$ cat config.mk
export PLATFORM = sky130hd
export DESIGN_NAME = address_range_table_allocator_unit_flat
export DESIGN_NICKNAME = d
export VERILOG_FILES = /design/src/sv/arat_pkg.sv /design/src/sv/arat_if.sv /design/src/sv/address_range_table_allocator_unit.sv /design/src/sv/arat_ram.sv /design/src/flat_wrapper.sv
export SDC_FILE = /design/constraint.sdc
export NUM_CORES = 2
export LEC_CHECK = 0
export BUFFER_PORTS_ARGS = -buffer_cell sky130_fd_sc_hd__buf_2
export CORE_MARGIN = 8
export CORE_UTILIZATION = 52
export CTS_CLUSTER_DIAMETER = 60
export DETAILED_ROUTE_END_ITERATION = 8
export GPL_TIMING_DRIVEN = 0
export PLACE_DENSITY_LB_ADDON = 0.05
export SLEW_MARGIN = 20
export SYNTH_ARGS = -nofsm -noshare
export SYNTH_HDL_FRONTEND = slang
export SYNTH_HIERARCHICAL = 1
export SYNTH_SLANG_ARGS = --single-unit
$ cat constraint.sdc
create_clock -name clk -period 10.6 [get_ports clk]
set_input_delay 3.18 -clock clk [delete_from_list [all_inputs] [get_ports clk]]
set_output_delay 3.18 -clock clk [all_outputs]
set_load 0.1 [all_outputs]
$ cat src/sv/arat_pkg.sv
// package for the address range table allocator
// holds sizes, mode and status codes and the sequencer state type; no dependencies
`default_nettype none
package arat_pkg;
  localparam int MAX_RANGES = 32;
  localparam int ADDR_W     = 32;
  localparam int IDXW       = $clog2(MAX_RANGES);
  localparam int CNTW       = $clog2(MAX_RANGES + 1);
  localparam int ENTW       = 2 * ADDR_W;

  localparam logic [2:0] MODE_APPEND   = 3'd0;
  localparam logic [2:0] MODE_REMOVE   = 3'd1;
  localparam logic [2:0] MODE_ALLOCATE = 3'd2;
  localparam logic [2:0] MODE_MERGE    = 3'd3;
  localparam logic [2:0] MODE_READ     = 3'd4;

  localparam logic [2:0] ST_OK       = 3'd0;
  localparam logic [2:0] ST_NOTFOUND = 3'd1;
  localparam logic [2:0] ST_PARTIAL  = 3'd2;
  localparam logic [2:0] ST_SPLIT    = 3'd3;
  localparam logic [2:0] ST_NOFIT    = 3'd4;
  localparam logic [2:0] ST_FULL     = 3'd5;

  typedef enum logic [4:0] {
    S_IDLE, S_APP, S_RD_RQ, S_RD_EV,
    S_CUT_FRD, S_CUT_FEV, S_CUT_LRD, S_CUT_LEV, S_CUT_PROC,
    S_INS_RD, S_INS_EV, S_INS_W1, S_INS_W0, S_DEL_RD, S_DEL_EV,
    S_ALC_RD, S_ALC_EV,
    S_SRT_I, S_SRT_KEY, S_SRT_RD, S_SRT_EV,
    S_MRG_I, S_MRG_A, S_MRG_J, S_MRG_JE, S_MRG_W,
    S_DONE
  } state_t;
endpackage
`default_nettype wire

$ cat src/sv/arat_if.sv
// valid/ready channel interfaces for request and result beats
// depends on arat_pkg for the address width
`default_nettype none
interface arat_in_if;
  logic                      valid;
  logic                      ready;
  logic [2:0]                mode;
  logic [arat_pkg::ADDR_W-1:0] start_address;
  logic [arat_pkg::ADDR_W-1:0] length;
  logic [arat_pkg::ADDR_W-1:0] alignment;
  logic                      require_hit;
  logic [4:0]                entry_index;
  modport source (output valid, mode, start_address, length, alignment, require_hit,
                  entry_index, input ready);
  modport sink (input valid, mode, start_address, length, alignment, require_hit,
                entry_index, output ready);
endinterface

interface arat_out_if;
  logic                      valid;
  logic                      ready;
  logic [2:0]                status;
  logic [arat_pkg::ADDR_W-1:0] result_address;
  logic [arat_pkg::ADDR_W-1:0] result_length;
  logic [5:0]                range_count;
  modport source (output valid, status, result_address, result_length, range_count,
                  input ready);
  modport sink (input valid, status, result_address, result_length, range_count,
                output ready);
endinterface
`default_nettype wire

$ cat src/sv/address_range_table_allocator_unit.sv
// address range table allocator: one item at a time through a sequencer around one ram
// invalid modes go straight to the result, append writes one entry, read fetches one entry
// if its index is in range, remove scans and shifts entries, allocate tries entries first,
// merge sorts then merges the table; a result held at the output stalls the input
// reset clears the sequencer, the entry count and output valid; the table ram is not cleared
// depends on arat_pkg, arat_if and arat_ram
`default_nettype none
module address_range_table_allocator_unit (
  input wire logic clk,
  input wire logic rst_n,
  arat_in_if.sink    in_ch,
  arat_out_if.source out_ch
);
  localparam int A  = arat_pkg::ADDR_W;
  localparam int IW = arat_pkg::IDXW;
  localparam int CW = arat_pkg::CNTW;
  localparam int EW = arat_pkg::ENTW;

  arat_pkg::state_t state_r, state_nxt;

  logic [CW-1:0] total_r, total_nxt, i_r, i_nxt, j_r, j_nxt, d_r, d_nxt;
  logic [A-1:0]  start_r, start_nxt, end_r, end_nxt, size_r, size_nxt;
  logic [A-1:0]  align_r, align_nxt, rs_r, rs_nxt, re_r, re_nxt;
  logic [A-1:0]  res_addr_r, res_addr_nxt, res_len_r, res_len_nxt;
  logic [EW-1:0] key_r, key_nxt;
  logic [4:0]    idx_r, idx_nxt;
  logic          must_r, must_nxt;
  logic [2:0]    st_r, st_nxt;
  logic          out_valid_r, out_valid_nxt;
  logic [2:0]    out_status_r;
  logic [A-1:0]  out_addr_r, out_len_r;
  logic [5:0]    out_count_r;

  logic          ram_we;
  logic [IW-1:0] ram_waddr, ram_raddr;
  logic [EW-1:0] ram_wdata, ram_rdata;

  arat_ram #(.WIDTH(EW), .DEPTH(arat_pkg::MAX_RANGES)) u_ram (
    .clk(clk), .we(ram_we), .waddr(ram_waddr), .wdata(ram_wdata),
    .raddr(ram_raddr), .rdata(ram_rdata)
  );

  logic [A-1:0]  rd_base, rd_len, rd_end, al_a, key_base;
  logic [CW-1:0] i_inc, j_inc, j_dec;
  logic          in_acc, out_free, i_lt_tot, j_lt_tot, full, overlap, fit;
  logic          cut_left, cut_right, ins_more, del_more, idx_ok;

  assign rd_base  = ram_rdata[EW-1:A];
  assign rd_len   = ram_rdata[A-1:0];
  assign rd_end   = rd_base + rd_len;
  assign key_base = key_r[EW-1:A];
  assign al_a     = (rd_base + align_r - A'(1)) & (A'(0) - align_r);
  assign fit      = (al_a + size_r) <= rd_end;
  assign i_inc    = i_r + CW'(1);
  assign j_inc    = j_r + CW'(1);
  assign j_dec    = j_r - CW'(1);
  assign i_lt_tot = i_r < total_r;
  assign j_lt_tot = j_r < total_r;
  assign full     = total_r >= CW'(arat_pkg::MAX_RANGES);
  assign overlap  = (end_r > rd_base) && (start_r < rd_end);
  assign cut_left  = start_r > rs_r;
  assign cut_right = end_r < re_r;
  assign ins_more = j_r > i_inc;
  assign del_more = j_inc < total_r;
  assign idx_ok   = 32'(idx_r) < 32'(total_r);
  assign in_acc   = in_ch.valid && in_ch.ready;
  assign out_free = !out_valid_r || out_ch.ready;

  assign in_ch.ready           = state_r == arat_pkg::S_IDLE;
  assign out_ch.valid          = out_valid_r;
  assign out_ch.status         = out_status_r;
  assign out_ch.result_address = out_addr_r;
  assign out_ch.result_length  = out_len_r;
  assign out_ch.range_count    = out_count_r;

  // next state
  always_comb begin
    state_nxt = state_r;
    case (state_r)
      arat_pkg::S_IDLE: begin
        if (in_acc) begin
          case (in_ch.mode)
            arat_pkg::MODE_APPEND:   state_nxt = arat_pkg::S_APP;
            arat_pkg::MODE_REMOVE:   state_nxt = arat_pkg::S_CUT_FRD;
            arat_pkg::MODE_ALLOCATE: state_nxt = arat_pkg::S_ALC_RD;
            arat_pkg::MODE_MERGE:    state_nxt = arat_pkg::S_SRT_I;
            arat_pkg::MODE_READ:     state_nxt = arat_pkg::S_RD_RQ;
            default:                 state_nxt = arat_pkg::S_DONE;
          endcase
        end
      end
      arat_pkg::S_APP:   state_nxt = arat_pkg::S_DONE;
      arat_pkg::S_RD_RQ: state_nxt = idx_ok ? arat_pkg::S_RD_EV : arat_pkg::S_DONE;
      arat_pkg::S_RD_EV: state_nxt = arat_pkg::S_DONE;
      arat_pkg::S_CUT_FRD: state_nxt = i_lt_tot ? arat_pkg::S_CUT_FEV : arat_pkg::S_DONE;
      arat_pkg::S_CUT_FEV: state_nxt = overlap ? arat_pkg::S_CUT_PROC : arat_pkg::S_CUT_FRD;
      arat_pkg::S_CUT_LRD: state_nxt = i_lt_tot ? arat_pkg::S_CUT_LEV : arat_pkg::S_DONE;
      arat_pkg::S_CUT_LEV: begin
        if (!(end_r > rd_base)) begin
          state_nxt = arat_pkg::S_DONE;
        end else if (!(start_r < rd_end)) begin
          state_nxt = arat_pkg::S_CUT_LRD;
        end else begin
          state_nxt = arat_pkg::S_CUT_PROC;
        end
      end
      arat_pkg::S_CUT_PROC: begin
        if (cut_left && cut_right) begin
          state_nxt = full ? arat_pkg::S_DONE : arat_pkg::S_INS_RD;
        end else if (cut_left || cut_right) begin
          state_nxt = arat_pkg::S_CUT_LRD;
        end else begin
          state_nxt = arat_pkg::S_DEL_RD;
        end
      end
      arat_pkg::S_INS_RD: state_nxt = ins_more ? arat_pkg::S_INS_EV : arat_pkg::S_INS_W1;
      arat_pkg::S_INS_EV: state_nxt = arat_pkg::S_INS_RD;
      arat_pkg::S_INS_W1: state_nxt = arat_pkg::S_INS_W0;
      arat_pkg::S_INS_W0: state_nxt = arat_pkg::S_CUT_LRD;
      arat_pkg::S_DEL_RD: state_nxt = del_more ? arat_pkg::S_DEL_EV : arat_pkg::S_CUT_LRD;
      arat_pkg::S_DEL_EV: state_nxt = arat_pkg::S_DEL_RD;
      arat_pkg::S_ALC_RD: state_nxt = i_lt_tot ? arat_pkg::S_ALC_EV : arat_pkg::S_DONE;
      arat_pkg::S_ALC_EV: state_nxt = fit ? arat_pkg::S_CUT_FRD : arat_pkg::S_ALC_RD;
      arat_pkg::S_SRT_I:  state_nxt = i_lt_tot ? arat_pkg::S_SRT_KEY : arat_pkg::S_MRG_I;
      arat_pkg::S_SRT_KEY: state_nxt = arat_pkg::S_SRT_RD;
      arat_pkg::S_SRT_RD: state_nxt = (j_r != '0) ? arat_pkg::S_SRT_EV : arat_pkg::S_SRT_I;
      arat_pkg::S_SRT_EV: begin
        state_nxt = (key_base < rd_base) ? arat_pkg::S_SRT_RD : arat_pkg::S_SRT_I;
      end
      arat_pkg::S_MRG_I:  state_nxt = i_lt_tot ? arat_pkg::S_MRG_A : arat_pkg::S_DONE;
      arat_pkg::S_MRG_A:  state_nxt = arat_pkg::S_MRG_J;
      arat_pkg::S_MRG_J:  state_nxt = j_lt_tot ? arat_pkg::S_MRG_JE : arat_pkg::S_MRG_W;
      arat_pkg::S_MRG_JE: state_nxt = (rd_base <= re_r) ? arat_pkg::S_MRG_J : arat_pkg::S_MRG_W;
      arat_pkg::S_MRG_W:  state_nxt = arat_pkg::S_MRG_I;
      arat_pkg::S_DONE:   state_nxt = out_free ? arat_pkg::S_IDLE : arat_pkg::S_DONE;
      default:            state_nxt = arat_pkg::S_IDLE;
    endcase
  end

  // datapath, ram port and result register controls
  always_comb begin
    total_nxt = total_r; i_nxt = i_r; j_nxt = j_r; d_nxt = d_r;
    start_nxt = start_r; end_nxt = end_r; size_nxt = size_r; align_nxt = align_r;
    rs_nxt = rs_r; re_nxt = re_r; key_nxt = key_r; idx_nxt = idx_r;
    must_nxt = must_r; st_nxt = st_r;
    res_addr_nxt = res_addr_r; res_len_nxt = res_len_r;
    out_valid_nxt = out_valid_r && !out_ch.ready;
    ram_we = 1'b0; ram_waddr = '0; ram_wdata = '0; ram_raddr = '0;
    case (state_r)
      arat_pkg::S_IDLE: begin
        if (in_acc) begin
          start_nxt = in_ch.start_address;
          size_nxt  = in_ch.length;
          end_nxt   = in_ch.start_address + in_ch.length;
          align_nxt = in_ch.alignment;
          must_nxt  = in_ch.require_hit;
          idx_nxt   = in_ch.entry_index;
          st_nxt    = arat_pkg::ST_OK;
          res_addr_nxt = '0;
          res_len_nxt  = '0;
          i_nxt = (in_ch.mode == arat_pkg::MODE_MERGE) ? CW'(1) : '0;
        end
      end
      arat_pkg::S_APP: begin
        if (full) begin
          st_nxt = arat_pkg::ST_FULL;
        end else begin
          ram_we    = 1'b1;
          ram_waddr = total_r[IW-1:0];
          ram_wdata = {start_r, size_r};
          total_nxt = total_r + CW'(1);
        end
      end
      arat_pkg::S_RD_RQ: begin
        ram_raddr = IW'(idx_r);
        if (!idx_ok) st_nxt = arat_pkg::ST_NOTFOUND;
      end
      arat_pkg::S_RD_EV: begin
        res_addr_nxt = rd_base;
        res_len_nxt  = rd_len;
      end
      arat_pkg::S_CUT_FRD: begin
        ram_raddr = i_r[IW-1:0];
        if (!i_lt_tot) st_nxt = must_r ? arat_pkg::ST_NOTFOUND : arat_pkg::ST_OK;
      end
      arat_pkg::S_CUT_FEV: begin
        if (overlap) begin
          rs_nxt = rd_base;
          re_nxt = rd_end;
        end else begin
          i_nxt = i_inc;
        end
      end
      arat_pkg::S_CUT_LRD: ram_raddr = i_r[IW-1:0];
      arat_pkg::S_CUT_LEV: begin
        if (end_r > rd_base) begin
          if (!(start_r < rd_end)) begin
            i_nxt = i_inc;
          end else begin
            rs_nxt = rd_base;
            re_nxt = rd_end;
          end
        end
      end
      arat_pkg::S_CUT_PROC: begin
        if (must_r && (start_r < rs_r || end_r > re_r)) begin
          st_nxt   = arat_pkg::ST_PARTIAL;
          must_nxt = 1'b0;
        end
        if (cut_left && cut_right) begin
          if (full) st_nxt = arat_pkg::ST_SPLIT;
          else j_nxt = total_r;
        end else if (cut_left) begin
          ram_we    = 1'b1;
          ram_waddr = i_r[IW-1:0];
          ram_wdata = {rs_r, start_r - rs_r};
          i_nxt     = i_inc;
        end else if (cut_right) begin
          ram_we    = 1'b1;
          ram_waddr = i_r[IW-1:0];
          ram_wdata = {end_r, re_r - end_r};
          i_nxt     = i_inc;
        end else begin
          j_nxt = i_r;
        end
      end
      arat_pkg::S_INS_RD: ram_raddr = j_dec[IW-1:0];
      arat_pkg::S_INS_EV: begin
        ram_we    = 1'b1;
        ram_waddr = j_r[IW-1:0];
        ram_wdata = ram_rdata;
        j_nxt     = j_dec;
      end
      arat_pkg::S_INS_W1: begin
        ram_we    = 1'b1;
        ram_waddr = i_inc[IW-1:0];
        ram_wdata = {end_r, re_r - end_r};
        total_nxt = total_r + CW'(1);
      end
      arat_pkg::S_INS_W0: begin
        ram_we    = 1'b1;
        ram_waddr = i_r[IW-1:0];
        ram_wdata = {rs_r, start_r - rs_r};
        i_nxt     = i_inc;
      end
      arat_pkg::S_DEL_RD: begin
        ram_raddr = j_inc[IW-1:0];
        if (!del_more) total_nxt = total_r - CW'(1);
      end
      arat_pkg::S_DEL_EV: begin
        ram_we    = 1'b1;
        ram_waddr = j_r[IW-1:0];
        ram_wdata = ram_rdata;
        j_nxt     = j_inc;
      end
      arat_pkg::S_ALC_RD: begin
        ram_raddr = i_r[IW-1:0];
        if (!i_lt_tot) st_nxt = arat_pkg::ST_NOFIT;
      end
      arat_pkg::S_ALC_EV: begin
        if (fit) begin
          start_nxt    = al_a;
          end_nxt      = al_a + size_r;
          must_nxt     = 1'b1;
          res_addr_nxt = al_a;
          i_nxt        = '0;
        end else begin
          i_nxt = i_inc;
        end
      end
      arat_pkg::S_SRT_I: begin
        ram_raddr = i_r[IW-1:0];
        if (!i_lt_tot) begin
          i_nxt = '0;
          d_nxt = '0;
        end
      end
      arat_pkg::S_SRT_KEY: begin
        key_nxt = ram_rdata;
        j_nxt   = i_r;
      end
      arat_pkg::S_SRT_RD: begin
        ram_raddr = j_dec[IW-1:0];
        if (j_r == '0) begin
          ram_we    = 1'b1;
          ram_waddr = j_r[IW-1:0];
          ram_wdata = key_r;
          i_nxt     = i_inc;
        end
      end
      arat_pkg::S_SRT_EV: begin
        ram_we    = 1'b1;
        ram_waddr = j_r[IW-1:0];
        if (key_base < rd_base) begin
          ram_wdata = ram_rdata;
          j_nxt     = j_dec;
        end else begin
          ram_wdata = key_r;
          i_nxt     = i_inc;
        end
      end
      arat_pkg::S_MRG_I: begin
        ram_raddr = i_r[IW-1:0];
        if (!i_lt_tot) total_nxt = d_r;
      end
      arat_pkg::S_MRG_A: begin
        rs_nxt = rd_base;
        re_nxt = rd_end;
        j_nxt  = i_inc;
      end
      arat_pkg::S_MRG_J: ram_raddr = j_r[IW-1:0];
      arat_pkg::S_MRG_JE: begin
        if (rd_base <= re_r) begin
          if (rd_end > re_r) re_nxt = rd_end;
          j_nxt = j_inc;
        end
      end
      arat_pkg::S_MRG_W: begin
        ram_we    = 1'b1;
        ram_waddr = d_r[IW-1:0];
        ram_wdata = {rs_r, re_r - rs_r};
        d_nxt     = d_r + CW'(1);
        i_nxt     = j_r;
      end
      arat_pkg::S_DONE: begin
        if (out_free) out_valid_nxt = 1'b1;
      end
      default: ;
    endcase
  end

  always_ff @(posedge clk) begin
    if (!rst_n) begin
      state_r     <= arat_pkg::S_IDLE;
      total_r     <= '0;
      out_valid_r <= 1'b0;
    end else begin
      state_r     <= state_nxt;
      total_r     <= total_nxt;
      out_valid_r <= out_valid_nxt;
    end
  end

  always_ff @(posedge clk) begin
    i_r <= i_nxt; j_r <= j_nxt; d_r <= d_nxt;
    start_r <= start_nxt; end_r <= end_nxt; size_r <= size_nxt; align_r <= align_nxt;
    rs_r <= rs_nxt; re_r <= re_nxt; key_r <= key_nxt; idx_r <= idx_nxt;
    must_r <= must_nxt; st_r <= st_nxt;
    res_addr_r <= res_addr_nxt; res_len_r <= res_len_nxt;
    // result beat is loaded when the output register is free
    if (state_r == arat_pkg::S_DONE && out_free) begin
      out_status_r <= st_r;
      out_addr_r   <= res_addr_r;
      out_len_r    <= res_len_r;
      out_count_r  <= 6'(total_r);
    end
  end
endmodule
`default_nettype wire

$ cat src/sv/arat_ram.sv
// generic simple dual port ram, one write and one registered read per cycle
// no dependencies
`default_nettype none
module arat_ram #(
  parameter int WIDTH = 8,
  parameter int DEPTH = 16
) (
  input  wire logic                     clk,
  input  wire logic                     we,
  input  wire logic [$clog2(DEPTH)-1:0] waddr,
  input  wire logic [WIDTH-1:0]         wdata,
  input  wire logic [$clog2(DEPTH)-1:0] raddr,
  output logic      [WIDTH-1:0]         rdata
);
  logic [WIDTH-1:0] mem [DEPTH];

  always_ff @(posedge clk) begin
    if (we) begin
      mem[waddr] <= wdata;
    end
    rdata <= mem[raddr];
  end
endmodule
`default_nettype wire
$ cat src/flat_wrapper.sv
// flat-port wrapper written by rule: the top's interface ports become plain ports
module address_range_table_allocator_unit_flat 
  (clk, rst_n, in_ch_valid, in_ch_mode, in_ch_start_address, in_ch_length, in_ch_alignment, in_ch_require_hit, in_ch_entry_index, in_ch_ready, out_ch_valid, out_ch_status, out_ch_result_address, out_ch_result_length, out_ch_range_count, out_ch_ready);
  arat_in_if in_ch_i ();
  arat_out_if out_ch_i ();
  input wire logic clk;
  input wire logic rst_n;
  input wire logic [$bits(in_ch_i.valid)-1:0] in_ch_valid;
  input wire logic [$bits(in_ch_i.mode)-1:0] in_ch_mode;
  input wire logic [$bits(in_ch_i.start_address)-1:0] in_ch_start_address;
  input wire logic [$bits(in_ch_i.length)-1:0] in_ch_length;
  input wire logic [$bits(in_ch_i.alignment)-1:0] in_ch_alignment;
  input wire logic [$bits(in_ch_i.require_hit)-1:0] in_ch_require_hit;
  input wire logic [$bits(in_ch_i.entry_index)-1:0] in_ch_entry_index;
  output wire logic [$bits(in_ch_i.ready)-1:0] in_ch_ready;
  output wire logic [$bits(out_ch_i.valid)-1:0] out_ch_valid;
  output wire logic [$bits(out_ch_i.status)-1:0] out_ch_status;
  output wire logic [$bits(out_ch_i.result_address)-1:0] out_ch_result_address;
  output wire logic [$bits(out_ch_i.result_length)-1:0] out_ch_result_length;
  output wire logic [$bits(out_ch_i.range_count)-1:0] out_ch_range_count;
  input wire logic [$bits(out_ch_i.ready)-1:0] out_ch_ready;
  assign in_ch_i.valid = in_ch_valid;
  assign in_ch_i.mode = in_ch_mode;
  assign in_ch_i.start_address = in_ch_start_address;
  assign in_ch_i.length = in_ch_length;
  assign in_ch_i.alignment = in_ch_alignment;
  assign in_ch_i.require_hit = in_ch_require_hit;
  assign in_ch_i.entry_index = in_ch_entry_index;
  assign in_ch_ready = in_ch_i.ready;
  assign out_ch_valid = out_ch_i.valid;
  assign out_ch_status = out_ch_i.status;
  assign out_ch_result_address = out_ch_i.result_address;
  assign out_ch_result_length = out_ch_i.result_length;
  assign out_ch_range_count = out_ch_i.range_count;
  assign out_ch_i.ready = out_ch_ready;
  address_range_table_allocator_unit u_core (.clk(clk), .rst_n(rst_n), .in_ch(in_ch_i), .out_ch(out_ch_i));
endmodule
# Word level (Yosys, flattened, before mapping)
# Memories as Yosys holds them, arrays and structs flattened. A register that Yosys moved wholly into a read port is not among the register bits.
# Cells that the tools add are included.
[totals] memories=1 mem_bits_rw=2048 inputBits=109 regBits=432
[op_classes] magnitude_cmp=16 mux=105 reduce_logical=44 addsub=15 n_bitwise=1 eq_ne=56
[mem_list] memory="u_core.u_ram.mem" depth=32 word_bits=64 read_ports=1 rd_ports_with_merged_regs=1 write_ports=1 line_no="arat_ram.sv:15" text="logic [WIDTH-1:0] mem [DEPTH];"
[ops] operator="case mux 64 bit (8 select lines)" count=1
[ops] operator="two-way mux 32 bit" count=13
[ops] operator="two-way mux 64 bit" count=6
[ops] operator="case mux 32 bit (2 select lines)" count=3
[ops] operator="case mux 32 bit (3 select lines)" count=2
[ops] operator="case mux 5 bit (26 select lines)" count=1
[ops] operator="adder 32 bit" count=4
[ops] operator="greater-than comparator 32 bit" count=4
[ops] operator="less-than comparator 32 bit" count=4
[ops] operator="case mux 32 bit (4 select lines)" count=1
[ops] operator="two-way mux 6 bit" count=20
[ops] operator="subtractor 32 bit" count=3
[ops] operator="two-way mux 5 bit" count=13
[ops] operator="less-or-equal comparator 32 bit" count=2
[ops] operator="case mux 6 bit (10 select lines)" count=1
[ops] operator="== test 5 bit, second input constant" count=11
[ops] operator="case mux 5 bit (5 select lines)" count=2
[ops] operator="case mux 6 bit (7 select lines)" count=1
[ops] operator="== test 5 x 4 -> 1 bit, second input constant" count=8
[ops] operator="case mux 5 bit (7 select lines)" count=1
[ops] operator="bitwise AND 32 bit" count=1
[ops] operator="two-way mux 4 bit" count=8
[ops] operator="subtractor 1 x 32 -> 32 bit, first input constant" count=1
[ops] operator="subtractor 32 x 1 -> 32 bit, second input constant" count=1
[ops] operator="other kinds (45)" count=125

# Longest topological paths before layout
[depth] word_depth=7 ltp_mapped=39 ltp_nobuf=39

# Cells and area by module
# The synthesis kept the hierarchy.
[modules_own_cells] mod="arat_ram" n_inst=1 seq_area_each_um2=62780.2 area_per_inst_um2=78964.5 cells_per_inst=3096
[modules_own_cells] mod="address_range_table_allocator_unit" n_inst=1 seq_area_each_um2=12852.3 area_per_inst_um2=35464.0 cells_per_inst=3779

# Worst setup path before layout
# Ideal clock, no wire load.
[synth_path] path_kind="input -> register" from="input out_ch_ready" to="register u_core.out_count_r[0] (netlist: u_core/out_ch.range_count[0]), enable pin" n_path_buf=0 required_ps=10006 arrival_ps=8196 stages=2 slack_ps=1810 cell_sequence="nor2b_1 nor3_1"
[synth_via] elab_chain_len=2
[synth_rtl] element="from (decl)" line_no="flat_wrapper.sv:21" text="input wire logic [$bits(out_ch_i.ready)-1:0] out_ch_ready;"
[synth_rtl] element="logical OR 1 bit" line_no="address_range_table_allocator_unit.sv:67" text="assign out_free = !out_valid_r || out_ch.ready;"
[synth_rtl] element="logical AND 1 bit" line_no="address_range_table_allocator_unit.sv:351" text="if (state_r == arat_pkg::S_DONE && out_free) begin"
[synth_rtl] element="to (signal assigned)" line_no="address_range_table_allocator_unit.sv:355" text="out_count_r <= 6'(total_r);"
[synth_rtl] element="to (decl)" line_no="address_range_table_allocator_unit.sv:32" text="logic [5:0] out_count_r;"
# No other way between the ends.
# A chain may end at the register's enable or synchronous reset.

# Final worst setup path
[layout_path] from="register u_core.u_ram.rdata[33], read port of u_core.u_ram.mem" to="register u_core.res_addr_r[30], enable pin"
[layout_via] elab_chain_len=7 word_cells_on_any_way=8
[layout_rtl] element="from (decl)" line_no="arat_ram.sv:13" text="output logic [WIDTH-1:0] rdata"
[layout_rtl] element="adder 32 bit" line_no="address_range_table_allocator_unit.sv:52" text="assign al_a = (rd_base + align_r - A'(1)) & (A'(0) - align_r);"
[layout_rtl] element="subtractor 32 x 1 -> 32 bit" line_no="address_range_table_allocator_unit.sv:52"
[layout_rtl] element="bitwise AND 32 bit" line_no="address_range_table_allocator_unit.sv:52"
[layout_rtl] element="adder 32 bit" line_no="address_range_table_allocator_unit.sv:53" text="assign fit = (al_a + size_r) <= rd_end;"
[layout_rtl] element="less-or-equal comparator 32 bit *" line_no="address_range_table_allocator_unit.sv:53"
[layout_rtl] element="!= test 2 x 1 -> 1 bit (no source line) *"
[layout_rtl] element="AND reduction 3 bit (no source line) *"
[layout_rtl] element="to (signal assigned)" line_no="address_range_table_allocator_unit.sv:349" text="res_addr_r <= res_addr_nxt; res_len_r <= res_len_nxt;"
[layout_rtl] element="to (decl)" line_no="address_range_table_allocator_unit.sv:24" text="logic [A-1:0] res_addr_r, res_addr_nxt, res_len_r, res_len_nxt;"
# Every way passes the cells marked *; elsewhere a longest branch is shown, timed or not.

==> metrics <==
CTS clk-pin slew, worst paths 0.06 ns; clk_lat worst skew 0.95 ns; via count of the first global-routing pass 70122; post-DR wirelength/cell 35.8 um; design area 134000 um^2; CTS H-tree lvls 5; die area 235000 um^2; Residual DRC 0; Worst-Margin Slew 1.25 ns; pin count of the biggest net entering global routing 55; global-route wire length before repair 534 mm; startpoint types flop; part of the Yosys area used for sequential elements 0.661; status finished clean; Detailed Route Iter0 Violations 8696; max_cap viols 0; Slew HR 0.147; Primary FF master, synth edfxtp_1; Final period util 0.955; Syn Area/Cell 16.6 um^2; nets 8263; Synth Warn # 6; Synth Net Count 7468; final hold violations 0; total grt overflow 0; ys async rst share 0; Synth Cell Area 114000 um^2; Min-Delay Path Class flop to flop; CTS Root Cell clkbuf_16; Core Footprint 219000 um^2; dpl ws 0.616 ns; VDD IR max 0.178 mV; setup tns final 0 ns; CP Max Fanout 9; initial antenna violation count 27; Peak Freq 0.0988 GHz; Rows 172; CTS Sinks 2544; Post-CTS Hold Fix Bufs 0; Yosys reg bits 2544; RD Place Congestion 0.975; layout cells sized above 1 0.225; Hold Slack 0.417 ns; pwr/cell area 335 nW/um^2; Worst Skew 0.0909 ns; kind of cell adding the most delay to the critical path compound AO/OA/AOI/OAI gates; clock tree buffer depth 4; RSZ-0062 raised after global routing no; 1st-pass router iterations 9; slowest stage cell, crit path dfxtp_1; wirelength, routed 386 mm; Die Ht 485 um; worst setup margin 0.479 ns; fillers 16100; Slew Viols, Final 0; post-CTS setup repair buffer count 0; Vias 70404; largest stage delay on the critical path 0.61 ns; GRT Util Overall 0.321; static leakage 47.3 nW; CTS Buf Count 297; IO Count 184; dpl cell area 125000 um^2; remaining antenna violation count after routing 0; number of synthesized flops with an enable pin 2468; Syn Inst Count 6875; Buf/Inv on CP 7; Die Wd 485 um; fin crit period 10.12 ns; CTS resizes 0; Critical Path Sink Type flop; initial core utilization 0.522; Worst Path Arrival 10.70 ns; WS Path Type flop to flop; Syn-to-layout area delta 17.0%; Distinct cells, synth 84; buffers added on ports 183; Via density 6.54; Req. time, crit path 11.18 ns; CTS tree yes; DP Wirelength 287 mm; Finish-stage setup viols 0
final timing paths:
| path | startpoint | cells past startpoint | slack [ns] | end |
|---|---|---|---|---|
| setup reg to reg | u_core/u_ram/rdata[33] | 39 | 0.48 | u_core/res_addr_r[30] |
| hold reg to reg | u_core/res_addr_r[7] | 0 | 0.42 | u_core/out_ch.result_address[7] |
| hold / removal | u_core/res_addr_r[7] | 0 | 0.42 | u_core/out_ch.result_address[7] |
| setup / recovery | u_core/u_ram/rdata[33] | 39 | 0.48 | u_core/res_addr_r[30] |
cell families (layout without fill, tap and decap cells):
group,Yosys count,in the layout,synth area share
AO/OA/AOI/OAI,1130,1130,0.0674
XOR/XNOR,241,241,0.0184
adder cells (fa/ha/maj),485,485,0.0535
buffers and inverters,591,1594,0.0208
flip-flops,2544,2544,0.661
multiplexers,730,730,0.131
other,0,16,0
AND/OR/NAND/NOR,1154,1154,0.0484
layout by cell type, fill, tap and decap left out, types with 41 or more instances in the layout:
| cell | synthesis | routed |
|---|---|---|
| ha_1 | 476 | 476 |
| and3_1 | 68 | 68 |
| buf_4 | 14 | 114 |
| clkbuf_1 | 144 | 183 |
| a21oi_1 | 253 | 253 |
| a222oi_1 | 62 | 62 |
| buf_6 | 3 | 41 |
| mux4_2 | 602 | 602 |
| buf_2 | 67 | 256 |
| nand2b_1 | 58 | 58 |
| xnor2_1 | 156 | 156 |
| o21a_1 | 45 | 45 |
| buf_16 | 0 | 67 |
| xor2_1 | 85 | 85 |
| nand2_1 | 354 | 352 |
| mux2_2 | 78 | 78 |
| clkinv_1 | 0 | 62 |
| clkbuf_16 | 0 | 301 |
| nor2_1 | 268 | 233 |
| nand3_1 | 88 | 80 |
| a21o_1 | 217 | 216 |
| nor2b_1 | 58 | 58 |
| mux2i_1 | 49 | 49 |
| buf_12 | 0 | 97 |
| o211ai_1 | 64 | 64 |
| inv_1 | 331 | 330 |
| o21ai_0 | 189 | 185 |
| nand4_1 | 65 | 65 |
| nor3_1 | 76 | 73 |
| dfxtp_1 | 76 | 76 |
| edfxtp_1 | 2468 | 2468 |
where the power goes:
part           internal [W]  total, W  switching (W)
registers            0.0132    0.0141       0.000916
logic               0.00787    0.0210         0.0131
clock network       0.00579   0.00981        0.00402
worst reg2reg max path: cells and delay by family (launching register included):
kind                       cells  cell delay [ns]
AOI/OAI and AO/OA             15             3.89
DFF                            1             0.61
adders and majority gates      5             1.44
buffers and inverters          7             1.23
xor gates and xnor gates       3             0.68
and+or+nand+nor                9             1.95
layer usage:
layer / share of wire / track usage
met5: 0.00014 / 0
met4: 0.058 / 0.150
met3: 0.084 / 0.0528
met2: 0.47 / 0.521
met1: 0.39 / 0.429
sequential cells by signal, indices dropped and copies added, names as in the netlist, 32 cells and up:
register,count
u_core/u_ram/mem,2048
u_core/key_r,64
u_core/u_ram/rdata,64
u_core/align_r,32
u_core/end_r,32
u_core/out_ch.result_address,32
u_core/out_ch.result_length,32
u_core/re_r,32
u_core/res_addr_r,32
u_core/res_len_r,32
u_core/rs_r,32
u_core/size_r,32
u_core/start_r,32
per-stage QoR:
stage	util	total power, W	instances
after floorplan	-	0.0264	6875
after global placement	0.542	0.0340	9929
after detailed placement	0.568	0.0349	10239
after CTS	0.610	0.0447	10746
after global routing	0.610	0.0467	10754
final	0.611	0.0449	10765
synth_stat cells (all sizes together), types with 13 or more instances:
master      n  area share
or3        15     0.00082
nand3b     14     0.00092
buf       114      0.0051
o21ai     193      0.0085
o21bai     34      0.0022
ha        476       0.052
nor2b      58      0.0032
o21a       45      0.0030
xor2       85      0.0065
a222oi     62      0.0054
dfxtp      76       0.013
and3       68      0.0037
inv       333       0.011
and2       39      0.0021
a21boi     13     0.00085
xnor2     156       0.012
a31oi      28      0.0016
edfxtp   2468        0.65
a21oi     253       0.011
a22oi      21      0.0014
o22ai      23      0.0013
a211oi     33      0.0022
nand4      65      0.0036
o221ai     15      0.0011
o2111ai    14      0.0011
mux2       79      0.0078
nand3      88      0.0038
a221oi     34      0.0027
nand2b     58      0.0032
clkbuf    144      0.0047
nor3       76      0.0033
mux2i      49      0.0043
mux4      602        0.12
nand2     354       0.012
o211ai     64      0.0042
nor2      268      0.0088
a21o      217       0.014
layout make-up:
cell class                      instances  area, um^2  share of cell area
Antenna cell                           16        40.0            0.000299
Buffer                                258        1150             0.00860
Clock buffer                          356        7760              0.0579
Clock inverter                        151        1420              0.0106
Inverter                              333        1250             0.00935
Multi-Input combinational cell       3740       37000               0.277
Sequential cell                      2544       75600               0.565
Tap cell                             2871        3590              0.0268
Timing Repair Buffer                  496        6020              0.0450
(Power assumes the default switching activity.)
